===== config.mk =====
export PLATFORM = sky130hd
export DESIGN_NAME = btsv_ctrl
export DESIGN_NICKNAME = d
export VERILOG_FILES = /design/src/design/btsv_pkg.sv /design/src/design/btsv_ctrl.sv
export SDC_FILE = /design/constraint.sdc
export NUM_CORES = 1
export LEC_CHECK = 0
export BUFFER_PORTS_ARGS = -buffer_cell sky130_fd_sc_hd__buf_2
export CAP_MARGIN = 20
export CORE_AREA = 4 4 41 43
export DETAILED_ROUTE_END_ITERATION = 8
export DIE_AREA = 0 0 45 47
export MAX_ROUTING_LAYER = met4
export PLACE_DENSITY_LB_ADDON = 0.05
export SLEW_MARGIN = 15
export SYNTH_ARGS = -nofsm -noshare
export SYNTH_HDL_FRONTEND = slang
export SYNTH_SLANG_ARGS = --single-unit

===== constraint.sdc =====
create_clock -name clk -period 1.27 [get_ports clk]
set_input_delay 0.127 -clock clk [delete_from_list [all_inputs] [get_ports clk]]
set_output_delay 0.127 -clock clk [all_outputs]
set_load 0.05 [all_outputs]

===== src/design/btsv_pkg.sv =====
// ----------------------------------------------------------------------------
// btsv_pkg
// Shared types, codes and widths of the beat triggered sample voice.
// ----------------------------------------------------------------------------
package btsv_pkg;

  // Default memory shape
  localparam int unsigned DEF_SAMPLE_DEPTH = 65536;
  localparam int unsigned DEF_SAMPLE_BITS  = 16;

  // Fixed field widths
  localparam int unsigned BEAT_W  = 32;
  localparam int unsigned MIX_W   = 24;
  localparam int unsigned PCM_W   = 16;
  localparam int unsigned CFG_W   = 24;
  localparam int unsigned CIDX_W  = 3;
  localparam int unsigned IVL_W   = 24;
  localparam int unsigned SPOS_W  = 17;
  localparam int unsigned POS_W   = 33;
  localparam int unsigned PPOS_W  = 32;
  localparam int unsigned VOL_W   = 9;
  localparam int unsigned CONTR_W = 26;

  // Item function codes
  localparam logic [1:0] FUNC_TICK    = 2'd0;
  localparam logic [1:0] FUNC_WRITE   = 2'd1;
  localparam logic [1:0] FUNC_DISABLE = 2'd2;

  // Configuration register indexes
  localparam logic [CIDX_W-1:0] REG_LOADED   = 3'd0;
  localparam logic [CIDX_W-1:0] REG_MUTED    = 3'd1;
  localparam logic [CIDX_W-1:0] REG_VOLUME   = 3'd2;
  localparam logic [CIDX_W-1:0] REG_RATE     = 3'd3;
  localparam logic [CIDX_W-1:0] REG_START    = 3'd4;
  localparam logic [CIDX_W-1:0] REG_END      = 3'd5;
  localparam logic [CIDX_W-1:0] REG_INTERVAL = 3'd6;
  localparam logic [CIDX_W-1:0] REG_DELAY    = 3'd7;

  // Controller states
  typedef enum logic [2:0] {
    ST_IDLE,
    ST_LOAD,
    ST_DIV,
    ST_TRIG,
    ST_READ,
    ST_MUL,
    ST_SUM,
    ST_FINISH
  } state_t;

  // Controller to datapath commands
  typedef struct packed {
    logic latch;
    logic wr_mem;
    logic set_supp;
    logic div_start;
    logic trig;
    logic read;
    logic mul;
    logic sum;
    logic out_load;
  } cmd_t;

  // Datapath to controller status
  typedef struct packed {
    logic div_done;
  } stat_t;

endpackage


===== src/design/btsv_ctrl.sv =====
// ----------------------------------------------------------------------------
// btsv_ctrl
// Controller: input handshake, tick sequencing and output valid.
// ----------------------------------------------------------------------------
module btsv_ctrl
  import btsv_pkg::*;
(
  input  logic       clk,
  input  logic       rst,
  input  logic       in_valid,
  output logic       in_ready,
  input  logic [1:0] func,
  output logic       out_valid,
  input  logic       out_ready,
  output cmd_t       cmd,
  input  stat_t      stat
);

  state_t state;
  state_t state_next;
  logic   accept;
  logic   slot_free;

  assign accept    = in_valid && in_ready;
  assign slot_free = !out_valid || out_ready;

  always_ff @(posedge clk) begin
    if (rst) begin
      state <= ST_IDLE;
    end else begin
      state <= state_next;
    end
  end

  // Next state
  always_comb begin
    state_next = state;
    case (state)
      ST_IDLE: begin
        if (accept && func == FUNC_TICK) begin
          state_next = ST_LOAD;
        end
      end
      ST_LOAD:  state_next = ST_DIV;
      ST_DIV: begin
        if (stat.div_done) begin
          state_next = ST_TRIG;
        end
      end
      ST_TRIG:  state_next = ST_READ;
      ST_READ:  state_next = ST_MUL;
      ST_MUL:   state_next = ST_SUM;
      ST_SUM:   state_next = ST_FINISH;
      ST_FINISH: begin
        if (slot_free) begin
          state_next = ST_IDLE;
        end
      end
      default:  state_next = ST_IDLE;
    endcase
  end

  // Outputs
  always_comb begin
    cmd      = '0;
    in_ready = 1'b0;
    case (state)
      ST_IDLE: begin
        in_ready     = 1'b1;
        cmd.latch    = accept && (func == FUNC_TICK);
        cmd.wr_mem   = accept && (func == FUNC_WRITE);
        cmd.set_supp = accept && (func == FUNC_DISABLE);
      end
      ST_LOAD:   cmd.div_start = 1'b1;
      ST_DIV:    ;
      ST_TRIG:   cmd.trig = 1'b1;
      ST_READ:   cmd.read = 1'b1;
      ST_MUL:    cmd.mul = 1'b1;
      ST_SUM:    cmd.sum = 1'b1;
      ST_FINISH: cmd.out_load = slot_free;
      default: ;
    endcase
  end

  // Result valid: set on load, drop on transfer
  always_ff @(posedge clk) begin
    if (rst) begin
      out_valid <= 1'b0;
    end else if (cmd.out_load) begin
      out_valid <= 1'b1;
    end else if (out_ready) begin
      out_valid <= 1'b0;
    end
  end

endmodule


# After elaboration in Yosys (flattened, before gate mapping)
# Index checks and enable logic that the tools add are counted.
# Widths: inputs -> output; s select.
# op_classes
eq_ne	12
muxes	14
n_reduce_logical	10
# ops
cell	n
$pmux 3 s8	1
$eq 3x3->1 const B	4
$mux 3	4
$mux 1	9
$eq 3x2->1 const B	2
$ne 2x2->1 const B	3
$logic_and 1x1->1	4
$eq 3x1->1 const B	1
$logic_not 3->1	1
$reduce_and 3->1	1
$eq 2x1->1 const B	1
$eq 2x2->1 const B	1
$logic_not 2->1	1
$reduce_bool 2->1	1
$logic_not 1->1	1
$logic_or 1x1->1	1
# word_totals
reg_bits	4
inputBits	7
out_inout_bits	11
elab_cells	38

# Logic depth before layout (Yosys ltp)
# Gate-level depths: netlist of the first run.
# logic_depth
depth_word	6
mapped_depth	4
depth_no_buf	3

# Least setup slack after synthesis of the first run
# No wires, ideal clock.
# synth_timing
path_kind	register to output
start	register state[0]
end	output port cmd[8] (netlist bit)
arrival_time_ns	2.137
t_required_ns	1.143
setup_slack_ns	-0.994
stages_incl_launch_ff	5
n_path_buf	1
cell_sequence	dfxtp_1 > buf_6 > nor3_4 > nand2_2 > nor3_1
# synth_lines
element	line	rtl
from (decl)	btsv_ctrl.sv:19	state_t state;
from (signal assigned)	btsv_ctrl.sv:31	state <= state_next;
to (decl)	btsv_ctrl.sv:15	output cmd_t cmd,

==> results of run 1 <==
## power by group through the flow
stage	clock network (mW)	registers, mW	logic, mW
final	0.156	0.136	0.113
after global routing	0.172	0.136	0.120
after CTS	0.166	0.136	0.112
after detailed placement	0	0.137	0.100
after global placement	0	0.137	0.0972
after floorplan	0	0.132	0.0751
## worst max path at each step
stage | start | to | slack (ns) | cells after the start
finish | state[0]$_SDFFE_PP0P_ | cmd[7] | -0.13 | 4
global route | state[0]$_SDFFE_PP0P_ | cmd[6] | -0.18 | 4
CTS | state[1]$_SDFFE_PP0P_ | cmd[7] | -0.16 | 4
detailed placement | state[2]$_SDFFE_PP0P_ | cmd[7] | -0.007 | 4
global placement | state[2]$_SDFFE_PP0P_ | cmd[6] | 0.03 | 4
floorplan | state[0]$_SDFFE_PP0P_ | cmd[6] | -0.51 | 4
## registers in the layout, summed over array words and instances (netlist names)
register   cells
out_valid      1
state          3
## cell usage after synthesis
library cell | n | area [um2]
dfxtp_1 | 4 | 80.1
a21oi_1 | 3 | 15.0
nor2_1 | 3 | 11.3
nor3_1 | 3 | 15.0
buf_6 | 2 | 22.5
nand2_1 | 2 | 7.51
nor2b_1 | 2 | 12.5
nor3b_1 | 2 | 15.0
nor3b_2 | 2 | 25.0
o21ai_0 | 2 | 10.0
a21o_1 | 1 | 7.51
and2_2 | 1 | 7.51
and3b_2 | 1 | 10.0
buf_4 | 1 | 7.51
nand2_2 | 1 | 6.26
nand2b_1 | 1 | 6.26
nand3_1 | 1 | 5.00
nand3b_1 | 1 | 7.51
nor3_4 | 1 | 16.3
## per-layer routing
metal,track usage,part of all wire
met5,-,0
met2,0.133,0.50
met1,0.0934,0.39
met3,0.0230,0.11
met4,0.0877,0
## final cells by class
class	count	area, um2
Multi-Input combinational cell	27	231
Fill cell	145	771
Clock buffer	3	22.5
Sequential cell	4	86.3
Tap cell	15	18.8
Timing Repair Buffer	21	171
## logic make-up after synthesis
group / Yosys count
AO/OA/AOI/OAI: 6
flip-flops: 4
buffers and inverters: 3
AND/OR/NAND/NOR: 21
## repair_timing
| action | CTS | global route |
|---|---|---|
| resized for setup | 16 | 11 |
| setup endpoints to repair | 9 | 9 |
| pin swaps | 2 | 1 |
## metrics by stage
step | power [mW] | std cells | instance area, um2
6_report | 0.405 | 70 | 531
5_1_grt | 0.427 | 70 | 531
4_1_cts | 0.414 | 70 | 495
3_5_place_dp | 0.237 | 67 | 428
3_3_place_gp | 0.234 | 67 | 428
2_1_floorplan | 0.208 | 34 | 324
==> run metrics, run 1 <==
final slew viol count 0; I/O pin count 18; Final Wtd Congestion ~0.77; Internal between 0.2 and 0.3 mW; Area Growth Syn to Fin 84.3%; DP Worst Slack -0.00663 ns; post-route ant nets 0; slowest CP cell dfxtp_2; max_slew headroom 0.833; Post-CTS Setup Bufs 0; WL final 822 um; max frequency slightly above 0.7 GHz; global route overflow 0; CP startpoint kind flop; Worst Setup End Kind output port; Ys Warns 0; clock buffer depth 2; die footprint around 2100 um2; arrival time at the worst endpoint approximately 1.3 ns; Req. time, crit path between 1 and 1.5 ns; reg2reg start state[2]$_SDFFE_PP0P_; Maximum Capacitance Violations 0; largest net degree at the start of global routing 8; Clk pin slew, worst setup/hold paths about 0.04 ns; CORE AREA between 1000 and 1500 um2; crit path max fanout 3; Post-Synthesis Cells 34; initial core utilization 0.221; CTS root buf clkbuf_4; worst setup path category reg -> out; crit-path cells nor3_4 > nand2_4 > nor3b_4 > buf_6; # DRC 0; drt initial violations 3; Hold Vio Cnt, Final 0; Synth Area in Compound Gates 0.113; period utilization 1.10; crit-path leading delay family simple AND/OR/NAND/NOR gates; worst path bufs/invs 1; most frequent cells in the layout 9 x buf_6, 8 x buf_2, 4 x buf_4, 3 x a21oi_1, 3 x clkbuf_4; H-Tree Depth 1; post-synthesis mux area share 0; Synth Area in XOR/XNOR 0; Hold Crit Class in -> reg; die height between 40 and 50 um; via count 318; skew final 0.00259 ns; first-pass GRT wire length 1250 um; Reg-to-Reg End state[0]$_SDFFE_PP0P_; post-DP HPWL slightly above 700 um; CTS sink count 4; FF-to-FF path depth 4; commonest non-fill, non-tap cell in the layout buf_6; Setup Viol. Count Final 4; sequential share of power 0.335; share of the yosys chip area belonging to registers 0.278; antenna cells 0; vias in the first global route between 300 and 400; status finished, violations left; CTS Buf Count 3; initial antenna violation count 0; switching pwr between 0.1 and 0.15 mW; vias per cell ~4.5; hold endpoint out_valid$_SDFFE_PP0P_; clock share of power 0.385; failing checks setup timing; reg-to-reg setup timing slack about 0.25 ns; slowest stage delay, CP ~0.33 ns; row count 13; power share of the combinational group 0.279; Tmin final around 1.4 ns; post-synthesis adder-cell area fraction 0; clk_lat worst skew 0.23 ns; Hold-fix buffers, CTS 0; slew at the pin with the worst max-slew slack around 0.25 ns; Tot GR Track Use 0.0890; post-layout util 0.408; Die Width roughly 45 um; #FFs+latches synth 4; Post-Synth Simple-Gate Area 0.504; share of cells above drive strength 1 0.709; syn nets 41; clock tree from TritonCTS built; Worst Min Path Start rst; Setup TNS -0.297 ns; wire per inst about 12 um; worst hold slack between 0.09 and 0.1 ns; largest family of logic cells by synthesized area simple AND/OR/NAND/NOR gates; PD cells approximately 760 nW/um2; setup slack after layout -0.130 ns; drt pass-1 iters 2; Synth cell types 19; Mapped Avg Cell Area roughly 8.5 um2; IO Port Bufs 17; VDD IR-drop max about 0.00037 V; mapped cell area approximately 290 um2; Layout Nets between 60 and 70; RSZ-0062 raised after global routing yes; P_leak about 0.24 nW; switching portion of total power 0.310; hold depth 2
Note: power is estimated with default switching activity, not from simulation.
==> run 2: changes to the inputs <==
- CORE_AREA: 4 4 41 43 -> 3 3 40 42
- DIE_AREA: 0 0 45 47 -> 0 0 43 45
- PLACE_DENSITY_LB_ADDON: 0.05 -> unset
- clock period: 1.27 -> 1.55 ns (I/O delays scaled with it)
==> run metrics, run 2 (synthesis results as in run 1) <==
switching pwr 0.102 mW (was 0.125 mW); reg2reg start state[0]$_SDFFE_PP0P_ (was state[2]$_SDFFE_PP0P_); crit path max fanout 7 (was 3); antenna cells 0 (unchanged); Hold Vio Cnt, Final 0 (unchanged); P_leak 0.212 nW (was 0.239 nW); post-layout util 0.349 (was 0.408); period utilization 0.938; CTS root buf clkbuf_4 (unchanged); Tot GR Track Use 0.0860 (was 0.0890); power share of the combinational group 0.249 (was 0.279); largest net degree at the start of global routing 10 (was 8); global route overflow 0 (unchanged); area of the multi-input gates 209 um2 (was 231 um2); Largest Register state (unchanged); CP startpoint kind flop (unchanged); post-route cell area 448 um2 (was 531 um2); Clk pin slew, worst setup/hold paths 0.04 ns (about the same); slew at the pin with the worst max-slew slack 0.250 ns (was 0.252 ns); clock share of power 0.407 (was 0.385); die height 45 um (was 47 um); Cells after DPL 65 (was 67); I/O pin count 18 (unchanged); clock tree from TritonCTS built (unchanged); vias per cell 4.54 (about the same); Area Growth Syn to Fin 55.7% (was 84.3%); IO Port Bufs 17 (unchanged); drt pass-1 iters 1 (was 2); VDD IR-drop max 0.000300 V (was 0.000368 V); Setup Viol. Count Final 0 (was 4); CTS sink count 4 (unchanged); DP Worst Slack 0.221 ns (was -0.00663 ns); H-Tree Depth 1 (unchanged); via count 309 (was 318); setup slack after layout 0.0955 ns (was -0.130 ns); row count 13 (unchanged); sequential share of power 0.344 (was 0.335); clk_lat worst skew 0.24 ns (was 0.23 ns); die footprint 1940 um2 (was 2120 um2); Die Width 43 um (was 45 um); Worst Setup End Kind output port (unchanged); WL final 688 um (was 822 um); Placed Area 408 um2 (was 428 um2); biggest regs state: 3 flops, out_valid: 1 flops (unchanged); initial core utilization 0.224 (was 0.221); status complete, no violations (was finished, violations left); drt initial violations 0 (was 3); share of cells above drive strength 1 0.623 (was 0.709); CORE AREA 1280 um2 (was 1300 um2); Hold Crit Class in -> reg (unchanged); Critical Path Start state[2]$_SDFFE_PP0P_ (was state[0]$_SDFFE_PP0P_); Final Wtd Congestion 0.771 (was 0.766); first-pass GRT wire length 1120 um (was 1250 um); max frequency 0.688 GHz; Layout Nets 62 (was 64); wire per inst 10.1 um (was 11.7 um); final slew viol count 0 (unchanged); most frequent cells in the layout 14 x buf_2, 4 x clkbuf_4, 3 x nor2_1, 3 x a21oi_1 (was 9 x buf_6, 8 x buf_2, 4 x buf_4, 3 x a21oi_1, 3 x clkbuf_4); skew final 0.00650 ns (was 0.00259 ns); # DRC 0 (unchanged); PD cells 726 nW/um2 (was 763 nW/um2); clock buffer depth 2 (unchanged); post-route insts no fill 68 (was 70); worst setup path category reg -> out (unchanged); Req. time, crit path 1.39 ns (was 1.14 ns); commonest non-fill, non-tap cell in the layout buf_2 (was buf_6); max reg flops 3 (unchanged); post-route ant nets 0 (unchanged); CTS Buf Count 3 (unchanged); Worst Min Path Start rst (unchanged); FF/Latch Area 82.6 um2 (was 86.3 um2); hold depth 2 (unchanged); Post-CTS Setup Bufs 0 (unchanged); RSZ-0062 raised after global routing no (was yes); FF-to-FF path depth 4 (unchanged); post-DP HPWL 538 um (was 709 um); Tmin final between 1 and 1.5 ns; Maximum Capacitance Violations 0 (unchanged); max_slew headroom 0.834 (was 0.833); vias in the first global route 260 (was 305); arrival time at the worst endpoint 1.30 ns (was 1.27 ns); initial antenna violation count 0 (unchanged); fill cell count 142 (was 145); worst hold slack 0.125 ns (was 0.0976 ns); Internal 0.223 mW (was 0.279 mW); switching portion of total power 0.314 (was 0.310)
run 2: final timing paths:
| kind | endpoint | slack [ns] |
|---|---|---|
| worst max-delay path | cmd[6] | 0.1 |
| worst min register to register | out_valid$_SDFFE_PP0P_ | 0.50 |
| worst max register to register | state[0]$_SDFFE_PP0P_ | 0.60 |
| worst min-delay path | state[2]$_SDFFE_PP0P_ | 0.12 |
run 2: routing by layer:
| layer | GRT usage | part of all wire |
|---|---|---|
| met5 | - | 0 |
| met4 | 0.108 | 0.044 |
| met3 | 0.0120 | 0.11 |
| met2 | 0.114 | 0.43 |
| met1 | 0.0995 | 0.41 |
run 2: through the flow:
step / TNS [ns] / power (mW)
floorplan: -0.689 / 0.170
finish: 0 / 0.325
global route: 0 / 0.342
CTS: 0 / 0.331
detailed placement: 0 / 0.191
global placement: 0 / 0.190
run 2: area by class of cell:
cell class                 instances  share of cell area
clock buffer                       3              0.0503
multi-input combinational         27               0.466
sequential                         4               0.184
tap                               15              0.0419
timing repair buffer              19               0.257
run 2: critical path, stage by stage, from the launching register on:
cell	delay [ns]
dfxtp_2	0.35
nor3_4	0.18
nand2_2	0.14
nor3b_4	0.21
buf_6	0.18
run 2: timing repair:
item	4_1_cts	5_1_grt
hold buffers	0	0
setup endpoints to repair	2	4
resized for setup	2	5
run 2: power by group through the flow:
stage               clock, mW  sequential, mW  combinational [mW]
finish                  0.132           0.112              0.0810
global route            0.143           0.112              0.0864
CTS                     0.141           0.111              0.0793
detailed placement          0           0.113              0.0777
global placement            0           0.113              0.0773
floorplan                   0           0.109              0.0615
==> run 3: changes to the inputs <==
- CELL_PAD_IN_SITES_DETAIL_PLACEMENT: unset -> 1
- CELL_PAD_IN_SITES_GLOBAL_PLACEMENT: unset -> 2
- CORE_AREA: 3 3 40 42 -> unset
- CORE_ASPECT_RATIO: unset -> 1.1
- CORE_MARGIN: unset -> 3
- CORE_UTILIZATION: unset -> 19
- DIE_AREA: 0 0 43 45 -> unset
- PLACE_DENSITY_LB_ADDON: unset -> 0.1
==> run metrics, run 3 (synthesis results as in run 1) <==
I/O pin count 18 (unchanged); P_leak 0.216 nW (was 0.212 nW); # DRC 0 (unchanged); max_slew headroom 0.830 (was 0.834); drt initial violations 0 (unchanged); Hold Vio Cnt, Final 0 (unchanged); crit path max fanout 5 (was 7); post-layout util 0.329 (was 0.349); max frequency 0.683 GHz (was 0.688 GHz); Layout Nets 62 (unchanged); initial antenna violation count 0 (unchanged); CORE AREA 1400 um2 (was 1280 um2); CP startpoint kind flop (unchanged); row count 14 (was 13); Area Growth Syn to Fin 60.0% (was 55.7%); drt pass-1 iters 1 (unchanged); die height 46.8 um (was 45 um); post-route cell area 460 um2 (was 448 um2); most frequent cells in the layout 14 x buf_2, 3 x nor2_1, 3 x a21oi_1, 3 x clkbuf_4, 3 x buf_4 (was 14 x buf_2, 4 x clkbuf_4, 3 x nor2_1, 3 x a21oi_1); H-Tree Depth 1 (unchanged); CTS sink count 4 (unchanged); clk_lat worst skew 0.23 ns (was 0.24 ns); vias per cell 4.68 (was 4.54); biggest regs state: 3 flops, out_valid: 1 flops (unchanged); clock buffer depth 2 (unchanged); Die Width 43.1 um (was 43 um); Tmin final 1.46 ns (was 1.45 ns); share of cells above drive strength 1 0.642 (was 0.623); PD cells 694 nW/um2 (was 726 nW/um2); vias in the first global route 338 (was 260); arrival time at the worst endpoint 1.31 ns (was 1.30 ns); Setup Viol. Count Final 0 (unchanged); clock tree from TritonCTS built (unchanged); WL final 842 um (was 688 um); slew at the pin with the worst max-slew slack 0.257 ns (was 0.250 ns); reg-to-reg setup timing slack 0.61 ns (was 0.60 ns); period utilization 0.944 (was 0.938); global route overflow 0 (unchanged); commonest non-fill, non-tap cell in the layout buf_2 (unchanged); Design Power 0.319 mW (was 0.325 mW); Tot GR Track Use 0.104 (was 0.0860); Placed Area 402 um2 (was 408 um2); slowest CP cell dfxtp_4 (was dfxtp_2); worst path bufs/invs 1 (unchanged); post-DP HPWL 693 um (was 538 um); CTS root buf clkbuf_4 (unchanged); Final Wtd Congestion 0.743 (was 0.771); RSZ-0062 raised after global routing yes (was no); max reg flops 3 (unchanged); crit-path leading delay family simple AND/OR/NAND/NOR gates (unchanged); status complete, no violations (unchanged); worst hold slack 0.144 ns (was 0.125 ns); slowest stage delay, CP 0.35 ns (about the same); skew final 0.00131 ns (was 0.00650 ns); CTS Buf Count 3 (unchanged); Req. time, crit path 1.39 ns (about the same); final slew viol count 0 (unchanged); Hold Crit Class in -> reg (unchanged); crit-path cells nor3_4 > nand2_4 > nor3b_4 > buf_6 (was nor3_4 > nand2_2 > nor3b_4 > buf_6); Clk pin slew, worst setup/hold paths 0.03 ns (was 0.04 ns); die footprint 2020 um2 (was 1940 um2); post-route insts no fill 69 (was 68); largest net degree at the start of global routing 10 (unchanged); VDD IR-drop max 0.000336 V (was 0.000300 V); first-pass GRT wire length 1520 um (was 1120 um); IO Port Bufs 17 (unchanged); worst setup path category reg -> out (unchanged); via count 323 (was 309); post-route ant nets 0 (unchanged); wire per inst 12.2 um (was 10.1 um); Maximum Capacitance Violations 0 (unchanged); antenna cells 0 (unchanged); Worst Setup End Kind output port (unchanged); Largest Register state (unchanged); Cells after DPL 65 (unchanged); initial core utilization 0.205 (was 0.224)
[run 3: routing by layer]
layer / GRT usage / part of all wire / up-vias
li1: - / - / 158
met1: 0.110 / 0.40 / 152
met2: 0.174 / 0.52 / 13
met3: 0.0345 / 0.082 / 0
met4: 0.0542 / 0 / 0
met5: - / 0 / -
[run 3: layout make-up]
class	instances	area [um2]
Tap cell	16	20.0
Timing Repair Buffer	19	115
Clock buffer	3	22.5
Fill cell	173	941
Multi-Input combinational cell	27	214
Sequential cell	4	88.8
[run 3: per-stage QoR]
stage	TNS [ns]	setup WS, ns
after floorplan	-0.689	-0.254
after global placement	0	0.215
after detailed placement	0	0.153
after CTS	0	0.0147
after global routing	-0.00884	-0.00884
final	0	0.0865
[run 3: worst reg2reg max path: cells and delay by family, from the launching register on]
family        cells  cell delay (ns)
simple gates      3             0.34
buf+inv           1             0.14
flops             1             0.36
[run 3: timing repair]
action | 4_1_cts | 5_1_grt
endpoints found under the setup margin | 4 | 6
resized for setup | 7 | 4
hold buffers | 0 | 0
pin swaps | 0 | 3
setup buffers | 0 | 1
[run 3: report_power, final]
part,switching (mW),total (mW),internal [mW]
sequential,0.00570,0.110,0.104
clock,0.0379,0.124,0.0863
combinational,0.0541,0.0853,0.0312
total,0.0977,0.319,0.222
[run 3: path summary, 6_finish.rpt]
| check | start | to | cells after the start |
|---|---|---|---|
| worst max register to register | state[1]$_SDFFE_PP0P_ | state[2]$_SDFFE_PP0P_ | 4 |
| worst min register to register | out_valid$_SDFFE_PP0P_ | out_valid$_SDFFE_PP0P_ | 2 |
| worst max-delay path | state[1]$_SDFFE_PP0P_ | cmd[6] | 4 |
| worst min-delay path | rst | state[0]$_SDFFE_PP0P_ | 2 |
